File: src/sseq_pkg.sv
// Shared constants, codes and controller-to-datapath command type for the sorted event queue.
`timescale 1ns / 1ps
`default_nettype none

package sseq_pkg;

   localparam int DEPTH       = 16;
   localparam int TIME_WIDTH  = 32;
   localparam int TAG_WIDTH   = 16;
   localparam int COUNT_WIDTH = $clog2(DEPTH + 1);

   // Operation codes carried on the cmd field.
   localparam logic CMD_INSERT = 1'b0;
   localparam logic CMD_REMOVE = 1'b1;

   typedef enum logic [1:0] {
      STATUS_OK    = 2'd0,
      STATUS_FULL  = 2'd1,
      STATUS_EMPTY = 2'd2
   } status_type;

   // Command from the controller to the datapath for one accepted word.
   typedef struct packed {
      logic                   load;       // a word is accepted this cycle
      logic                   do_insert;  // insert goes into the cell row
      logic                   do_remove;  // front cell leaves, the row shifts down
      logic [COUNT_WIDTH-1:0] count;      // entries held before this word
   } dp_cmd_type;

endpackage

`default_nettype wire

File: src/sseq_ctrl.sv
// Controller of the sorted event queue: handshake, entry count and status.
`timescale 1ns / 1ps
`default_nettype none

module sseq_ctrl (
   input  wire logic                            clock,
   input  wire logic                            reset,
   input  wire logic                            req_valid,
   output logic                                 req_ready,
   input  wire logic                            req_cmd,
   output logic                                 rsp_valid,
   input  wire logic                            rsp_ready,
   output logic [sseq_pkg::COUNT_WIDTH-1:0]     rsp_entry_count,
   output logic [1:0]                           rsp_status,
   output sseq_pkg::dp_cmd_type                 dp_cmd
);

   typedef enum logic {
      ST_IDLE,
      ST_HOLD
   } state_type;

   state_type                          state_ff, state_in;
   logic [sseq_pkg::COUNT_WIDTH-1:0]   count_ff, count_in;
   sseq_pkg::status_type               status_ff, status_in;
   logic                               accept;
   logic                               is_full;
   logic                               is_empty;

   assign req_ready = (state_ff == ST_IDLE) || rsp_ready;
   assign accept    = req_valid && req_ready;
   assign is_full   = (count_ff == sseq_pkg::COUNT_WIDTH'(sseq_pkg::DEPTH));
   assign is_empty  = (count_ff == '0);

   always_comb begin
      state_in  = state_ff;
      count_in  = count_ff;
      status_in = status_ff;
      dp_cmd.load      = accept;
      dp_cmd.do_insert = 1'b0;
      dp_cmd.do_remove = 1'b0;
      dp_cmd.count     = count_ff;
      unique case (state_ff)
         ST_IDLE, ST_HOLD: begin
            if (accept) begin
               state_in = ST_HOLD;
               if (req_cmd == sseq_pkg::CMD_INSERT) begin
                  if (is_full) begin
                     status_in = sseq_pkg::STATUS_FULL;
                  end else begin
                     status_in        = sseq_pkg::STATUS_OK;
                     dp_cmd.do_insert = 1'b1;
                     count_in         = count_ff + 1'b1;
                  end
               end else begin
                  if (is_empty) begin
                     status_in = sseq_pkg::STATUS_EMPTY;
                  end else begin
                     status_in        = sseq_pkg::STATUS_OK;
                     dp_cmd.do_remove = 1'b1;
                     count_in         = count_ff - 1'b1;
                  end
               end
            end else if (rsp_ready) begin
               state_in = ST_IDLE;
            end
         end
         default: state_in = ST_IDLE;
      endcase
   end

   always_ff @(posedge clock) begin
      if (reset) begin
         state_ff  <= ST_IDLE;
         count_ff  <= '0;
         status_ff <= sseq_pkg::STATUS_OK;
      end else begin
         state_ff  <= state_in;
         count_ff  <= count_in;
         status_ff <= status_in;
      end
   end

   assign rsp_valid       = (state_ff == ST_HOLD);
   assign rsp_entry_count = count_ff;
   assign rsp_status      = status_ff;

endmodule

`default_nettype wire

File: src/sseq_datapath.sv
// Datapath of the sorted event queue: the row of sorted cells and the removed-entry register.
`timescale 1ns / 1ps
`default_nettype none

module sseq_datapath (
   input  wire logic                              clock,
   input  wire sseq_pkg::dp_cmd_type              dp_cmd,
   input  wire logic [sseq_pkg::TIME_WIDTH-1:0]   req_item_time,
   input  wire logic [sseq_pkg::TAG_WIDTH-1:0]    req_item_tag,
   output logic                                   rsp_removed_valid,
   output logic [sseq_pkg::TIME_WIDTH-1:0]        rsp_removed_time,
   output logic [sseq_pkg::TAG_WIDTH-1:0]         rsp_removed_tag,
   output logic [sseq_pkg::TIME_WIDTH-1:0]        rsp_front_time,
   output logic [sseq_pkg::TAG_WIDTH-1:0]         rsp_front_tag
);

   logic [sseq_pkg::TIME_WIDTH-1:0] cell_time_ff [sseq_pkg::DEPTH];
   logic [sseq_pkg::TAG_WIDTH-1:0]  cell_tag_ff  [sseq_pkg::DEPTH];
   logic [sseq_pkg::DEPTH-1:0]      after_new;
   logic                            removed_valid_ff;
   logic [sseq_pkg::TIME_WIDTH-1:0] removed_time_ff;
   logic [sseq_pkg::TAG_WIDTH-1:0]  removed_tag_ff;

   // A cell moves behind the new entry when it is empty or strictly later,
   // which keeps entries with equal times in arrival order.
   always_comb begin
      for (int i = 0; i < sseq_pkg::DEPTH; i++) begin
         after_new[i] = (sseq_pkg::COUNT_WIDTH'(i) >= dp_cmd.count) ||
                        (cell_time_ff[i] > req_item_time);
      end
   end

   for (genvar g = 0; g < sseq_pkg::DEPTH; g++) begin : g_cell
      always_ff @(posedge clock) begin
         if (dp_cmd.do_insert && after_new[g]) begin
            if (g == 0) begin
               cell_time_ff[g] <= req_item_time;
               cell_tag_ff[g]  <= req_item_tag;
            end else if (!after_new[(g == 0) ? 0 : g - 1]) begin
               cell_time_ff[g] <= req_item_time;
               cell_tag_ff[g]  <= req_item_tag;
            end else begin
               cell_time_ff[g] <= cell_time_ff[(g == 0) ? 0 : g - 1];
               cell_tag_ff[g]  <= cell_tag_ff[(g == 0) ? 0 : g - 1];
            end
         end else if (dp_cmd.do_remove && (g != sseq_pkg::DEPTH - 1)) begin
            cell_time_ff[g] <= cell_time_ff[(g == sseq_pkg::DEPTH - 1) ? g : g + 1];
            cell_tag_ff[g]  <= cell_tag_ff[(g == sseq_pkg::DEPTH - 1) ? g : g + 1];
         end
      end
   end

   always_ff @(posedge clock) begin
      if (dp_cmd.load) begin
         removed_valid_ff <= dp_cmd.do_remove;
         removed_time_ff  <= dp_cmd.do_remove ? cell_time_ff[0] : '0;
         removed_tag_ff   <= dp_cmd.do_remove ? cell_tag_ff[0] : '0;
      end
   end

   assign rsp_removed_valid = removed_valid_ff;
   assign rsp_removed_time  = removed_time_ff;
   assign rsp_removed_tag   = removed_tag_ff;
   assign rsp_front_time    = cell_time_ff[0];
   assign rsp_front_tag     = cell_tag_ff[0];

endmodule

`default_nettype wire

File: src/stable_sorted_event_queue.sv
// Top level of the stable sorted event queue: controller and cell-row datapath.
`timescale 1ns / 1ps
`default_nettype none

// The queue holds up to DEPTH entries, each a time key and a tag, in a row of
// cells kept in ascending time order; an insert lands behind every entry whose
// time is less than or equal to its own, so equal times leave in arrival order.
// Each request word is an insert or a remove of the earliest entry, and each
// gives exactly one response word: the removed entry (if any), the front entry,
// the count after the step and a status (full insert and empty remove are
// dropped and flagged). A request is taken and its response appears in the
// response register on the next cycle; all cells compare against the new key
// and shift at once, so one word per cycle is sustained as long as responses
// are taken. req_ready is high whenever the response register is empty or
// is being drained in the same cycle. Front fields read zero when the queue
// is empty; removed fields read zero when no entry was removed.
module stable_sorted_event_queue (
   input  wire logic                              clock,
   input  wire logic                              reset,
   input  wire logic                              req_valid,
   output logic                                   req_ready,
   input  wire logic                              req_cmd,
   input  wire logic [sseq_pkg::TIME_WIDTH-1:0]   req_item_time,
   input  wire logic [sseq_pkg::TAG_WIDTH-1:0]    req_item_tag,
   output logic                                   rsp_valid,
   input  wire logic                              rsp_ready,
   output logic                                   rsp_removed_valid,
   output logic [sseq_pkg::TIME_WIDTH-1:0]        rsp_removed_time,
   output logic [sseq_pkg::TAG_WIDTH-1:0]         rsp_removed_tag,
   output logic                                   rsp_front_valid,
   output logic [sseq_pkg::TIME_WIDTH-1:0]        rsp_front_time,
   output logic [sseq_pkg::TAG_WIDTH-1:0]         rsp_front_tag,
   output logic [sseq_pkg::COUNT_WIDTH-1:0]       rsp_entry_count,
   output logic [1:0]                             rsp_status
);

   sseq_pkg::dp_cmd_type            dp_cmd;
   logic [sseq_pkg::TIME_WIDTH-1:0] front_time_raw;
   logic [sseq_pkg::TAG_WIDTH-1:0]  front_tag_raw;

   sseq_ctrl u_ctrl (
      .clock           (clock),
      .reset           (reset),
      .req_valid       (req_valid),
      .req_ready       (req_ready),
      .req_cmd         (req_cmd),
      .rsp_valid       (rsp_valid),
      .rsp_ready       (rsp_ready),
      .rsp_entry_count (rsp_entry_count),
      .rsp_status      (rsp_status),
      .dp_cmd          (dp_cmd)
   );

   sseq_datapath u_datapath (
      .clock             (clock),
      .dp_cmd            (dp_cmd),
      .req_item_time     (req_item_time),
      .req_item_tag      (req_item_tag),
      .rsp_removed_valid (rsp_removed_valid),
      .rsp_removed_time  (rsp_removed_time),
      .rsp_removed_tag   (rsp_removed_tag),
      .rsp_front_time    (front_time_raw),
      .rsp_front_tag     (front_tag_raw)
   );

   // The front cell holds a real entry only while the count is nonzero;
   // an empty queue reports zero front fields.
   assign rsp_front_valid = (rsp_entry_count != '0);
   assign rsp_front_time  = rsp_front_valid ? front_time_raw : '0;
   assign rsp_front_tag   = rsp_front_valid ? front_tag_raw : '0;

endmodule

`default_nettype wire

File: config.mk
export PLATFORM = sky130hd
export DESIGN_NAME = stable_sorted_event_queue
export DESIGN_NICKNAME = d
export VERILOG_FILES = /design/src/sseq_pkg.sv /design/src/sseq_ctrl.sv /design/src/sseq_datapath.sv /design/src/stable_sorted_event_queue.sv
export SDC_FILE = /design/constraint.sdc
export NUM_CORES = 2
export LEC_CHECK = 0
export ABC_AREA = 1
export BUFFER_PORTS_ARGS = -buffer_cell sky130_fd_sc_hd__buf_4
export CAP_MARGIN = 20
export CORE_MARGIN = 4
export CORE_UTILIZATION = 58
export DETAILED_ROUTE_END_ITERATION = 7
export GPL_TIMING_DRIVEN = 1
export HOLD_SLACK_MARGIN = 0.06
export PLACE_DENSITY = 0.86
export SYNTH_ARGS = -nofsm -noshare
export SYNTH_HDL_FRONTEND = slang
export SYNTH_SLANG_ARGS = --single-unit
File: constraint.sdc
create_clock -name clock -period 6.7 [get_ports clock]
set_input_delay 1.34 -clock clock [delete_from_list [all_inputs] [get_ports clock]]
set_output_delay 1.34 -clock clock [all_outputs]
set_load 0.005 [all_outputs]
Yosys cells after proc, flatten, opt, wreduce, memory -nomap -nowiden --
Memories as Yosys holds them, arrays and structs flattened. Cells that the tools add are included.
Word-level totals: register bits 57, bits in writable memories 768, bits of input ports 53, output and inout bits 107, logic and storage cells 342, memories 2
Cells by class: add/subtract/negate cells 2, $lt $le $gt $ge 32, equality and inequality tests 3, muxes and demuxes 198, bitwise operators 61, reductions and logical operators 38
Memory list:
- u_datapath.cell_time_ff | depth 16, bits a word 32, read ports 16, clocked after memory_dff 0, write ports 16, RTL line sseq_datapath.sv:17 | logic [sseq_pkg::TIME_WIDTH-1:0] cell_time_ff [sseq_pkg::DEPTH];
- u_datapath.cell_tag_ff | depth 16, bits a word 16, read ports 16, clocked after memory_dff 0, write ports 16, RTL line sseq_datapath.sv:18 | logic [sseq_pkg::TAG_WIDTH-1:0] cell_tag_ff [sseq_pkg::DEPTH];
Operators by type and width (number):
- 32-bit 2-to-1 mux | 31
- 32-bit greater-than comparator | 16
- 16-bit 2-to-1 mux | 31
- 1-bit 2-to-1 mux | 130
- 1-bit OR | 60
- 4-bit by 5-bit >= comparator with 1-bit output (first input constant) | 8
- 3-bit by 5-bit >= comparator with 1-bit output (first input constant) | 4
- 1-bit logical AND | 17
- 1-bit logical OR | 17
- 5-bit 2-to-1 mux | 3
- 1-bit by 5-bit >= comparator with 1-bit output (first input constant) | 2
- 2-bit by 5-bit >= comparator with 1-bit output (first input constant) | 2
- 2-bit 2-to-1 mux | 3
- 5-bit by 1-bit adder with 5-bit output (second input constant) | 1
- 5-bit equality test (second input constant) | 1
- 5-bit logical NOT | 1
- 5-bit nonzero test | 1
- 5-bit by 1-bit subtractor with 5-bit output (second input constant) | 1
- 2-bit != test (second input constant) | 2
- 3-bit AND reduction | 1
- 2-bit nonzero test | 1
- 1-bit NOT | 1

Longest topological paths before layout --
depth in word-level cells 9, mapped depth 21, mapped depth without buffers 19

By module --
A second synthesis with hierarchy kept.
Second synthesis, totals: cell total of the unflattened synthesis 6729, area, all modules 57046.0 µm²
Modules (own cells, without submodules):
- sseq_datapath | instances 1, cells each 6536, area an instance 56058.8 µm², sequential area each 24533.5 µm²
- sseq_ctrl | instances 1, cells each 88, area an instance 576.8 µm², sequential area each 160.2 µm²
- stable_sorted_event_queue | instances 1, cells each 105, area an instance 410.4 µm², sequential area each 0.0 µm²

Least setup slack after synthesis --
OpenSTA, ideal clock, no wires.
path kind input-to-reg, start input rsp_ready, end memory u_datapath.cell_tag_ff[1][112] (netlist bit), enable pin, library setup time 0.527 ns, arrival time 6.528 ns, data required time 6.173 ns, slack -0.355 ns, stages 10, buffers on the path 3, cells stage by stage inv_1 -> nand2_2 -> nand2_1 -> inv_2 -> nand2_2 -> nor2_4 -> buf_4 -> buf_2 -> buf_2 -> a21boi_0
RTL lines:
- from (decl) | RTL line stable_sorted_event_queue.sv:26 | input wire logic rsp_ready,
- to (decl) | RTL line sseq_datapath.sv:18

==> reports/metrics.csv <==
metric;value;unit
Fin. Hold Viols;0;
CP top delay family;simple AND/OR/NAND/NOR gates;
post-CTS sizing;0;
clk buf depth;3;
Fmax;187;MHz
CP Cell Sequence;buf_4 > inv_1 > ha_1 > nand4_1 > nor3_1 > nand2_1 > nand2_1 > nand2_1 > nand2_1 > nand2_1 > nand2_4 > nand3_2 > nand3_1 > nand3_1;
drt pass-1 iters;7;
crit path time final;5.36;ns
Most common cell on crit path;nand2_1;
Area Overhead vs Synth;6.94;%
die width;318;um
CTS Buf Count;91;
Seq/Total Area, Yosys;44.3;%
commonest cells in the netlist;nand2_1, nand3_1, edfxtp_1, nand4_1, ha_1;
Final Net Count;6971;
CTS root buf;clkbuf_16;
Slew HR;6.97;%
final setup violation count;0;
outcome;complete, no violations;
initial drt markers;8541;
Post-synth EDFFs;817;
Power Density;300;mW/mm^2
Post CTS Setup Buffer Count;0;
DR vias;51100;
Final Wtd Congestion;0.955;
worst-path fanout max;50;
RSZ-0062 raised after global routing;no;
CP Launch Type;input pin;
Setup Skew;0.0246;ns
most frequent cell after synthesis;nand2_1;
final wirelength;165;mm
HPWL Detailed;113;mm
gr usage total;31.3;%
Avg Cell Area, Syn;8.46;um^2
Worst-Margin Slew;1.40;ns
slowest stage cell, crit path;nand3_2;
flop2flop setup slack;2.06;ns
Worst-path clk slew;0.06;ns
Sequential Power Share;42.9;%
largest net degree at the start of global routing;247;
Synth top area share;44.0;%
fillcell total;7620;
Psw;0.00648;W
max-cap violations;0;
worst-skew pair later-pin latency;0.68;ns
total grt overflow;0;
Starting Density;58.6;%
die height;318;um
required time worst endpoint;7.10;ns
Max VDD drop;0.000219;V
Sw Ratio;36.2;%
FP Rows;113;
Synth area leader;edfxtp_1;
P_leak;25.6;nW
antenna violations before repair;10;
H-Tree Depth;3;
Via density;6.60;
kind of critical path;input pin to flip-flop;
fin crit share;80.0;%
Syn Nets;7164;
Clk pwr share;27.6;%
synthesized area;0.0558;mm^2
drt wl/cell;21.3;um
Total Die Area;0.101;mm^2
CP max stage delay;0.96;ns
ratio of cells with drive above 1 in the final layout;6.64;%
CP Capture Type;flip-flop;
Antenna Nets Post-Route;0;
CTS tree;built;
ys flop type;edfxtp_1;
# IOs;160;
Yosys cell types;40;
top cells by area, synth;edfxtp_1, nand2_1, ha_1;
setup TNS;0;ns
Pins Over Slew Limit;0;
CTS Hold Bufs;0;
vias in the first global route;48000;
WHS;0.508;ns
clk sinks;825;
critical path buffer and inverter count;2;
first-pass GRT wire length;262;mm
Yosys reg bits;825;
Core Box Area;0.0952;mm^2
Int Pwr;0.0114;W
synth warn;0;
Post-synth ARST share;0;%
Port Buffers;159;
Gate power share;29.4;%
Worst Hold Class;flip-flop to flip-flop;
Arr. time, crit path;5.76;ns
Synth Instances;6594;
DRC Markers;0;
final cells by class:
| cell class | count | area (um^2) | share of cell area (%) |
|---|---|---|---|
| diodes | 10 | 25.0 | 0.0420 |
| clock buffers | 115 | 2410 | 4.04 |
| clock inverters | 50 | 404 | 0.678 |
| inverters | 313 | 1180 | 1.98 |
| multi-input cells | 4933 | 27400 | 45.9 |
| flip-flops and latches | 825 | 24700 | 41.4 |
| well taps | 1265 | 1580 | 2.65 |
| repair buffers | 237 | 1970 | 3.31 |
sequential cells by signal, summed over array words and instances (netlist names):
| name | count |
|---|---|
| u_ctrl.rsp_entry_count | 5 |
| u_ctrl.rsp_status | 2 |
| u_ctrl.rsp_valid | 1 |
| u_datapath.cell_tag_ff | 256 |
| u_datapath.cell_time_ff | 512 |
| u_datapath.rsp_removed_tag | 16 |
| u_datapath.rsp_removed_time | 32 |
| u_datapath.rsp_removed_valid | 1 |
routing by layer:
layer  global-route usage [%]  wire, um  share of wire [%]
met5                        0         0                  0
met4                     13.2      7040                4.3
met3                     6.16     22100                 13
met2                     47.6     72900                 44
met1                     43.8     63000                 38
placed cells by master (no fill, tap or decap), types with 6 or more instances in the layout:
cell type	count
a21oi_1	241
buf_12	14
buf_4	222
bufinv_16	6
clkbuf_1	22
clkbuf_16	93
clkinv_1	23
clkinv_2	15
dfxtp_1	8
diode_2	10
edfxtp_1	817
ha_1	517
inv_1	307
nand2_1	1716
nand2_2	22
nand2_4	11
nand3_1	1235
nand3_2	14
nand4_1	673
nor2_1	287
nor3_1	13
nor4_2	7
o21a_1	28
o21ai_0	117
o21bai_1	22
path summary, 6_finish.rpt:
check,start,to,cells past startpoint
worst max-delay path,req_item_time[15],u_datapath.cell_time_ff[1][117]$_DFFE_PP_,14
worst min-delay path,u_datapath.cell_tag_ff[1][123]$_DFFE_PP_,u_datapath.cell_tag_ff[1][107]$_DFFE_PP_,2
worst max register to register,u_ctrl.rsp_entry_count[0]$_SDFFE_PP0P_,u_datapath.cell_tag_ff[1][106]$_DFFE_PP_,12
worst min register to register,u_datapath.cell_tag_ff[1][123]$_DFFE_PP_,u_datapath.cell_tag_ff[1][107]$_DFFE_PP_,2
kinds of logic after synthesis:
group,after synthesis,share of synthesized area [%]
AO/OA/AOI/OAI,422,4.07
XOR/XNOR,2,0.0314
adder cells (fa/ha/maj),517,11.6
buffers and inverters,836,6.84
flip-flops,825,44.3
AND/OR/NAND/NOR,3992,33.2
metrics by stage:
step / total power [W] / setup WS (ns) / area, um^2 / std cells / utilization, %
2_1_floorplan: 0.0113 / 0.901 / 55800 / 6594 / -
3_3_place_gp: 0.0126 / 1.19 / 56800 / 7571 / 59.7
3_5_place_dp: 0.0128 / 0.988 / 56800 / 7571 / 59.7
4_1_cts: 0.0177 / 1.61 / 59600 / 7736 / 62.6
5_1_grt: 0.0188 / 1.30 / 59600 / 7748 / 62.7
6_report: 0.0179 / 1.34 / 59600 / 7748 / 62.7
tightest hold or removal path, stage by stage, from the launching register on:
cell,delay (ns)
edfxtp_1,0.32
nand2_1,0.05
nand2_1,0.06
power by group through the flow:
stage               sequential [W]  combinational (W)  clock [W]
detailed placement         0.00773            0.00511          0
floorplan                  0.00749            0.00379          0
global placement           0.00769            0.00487          0
CTS                        0.00763            0.00516    0.00493
global route               0.00774            0.00586    0.00518
finish                     0.00768            0.00527    0.00494
No activity file was read; power rests on OpenSTA's default activity.
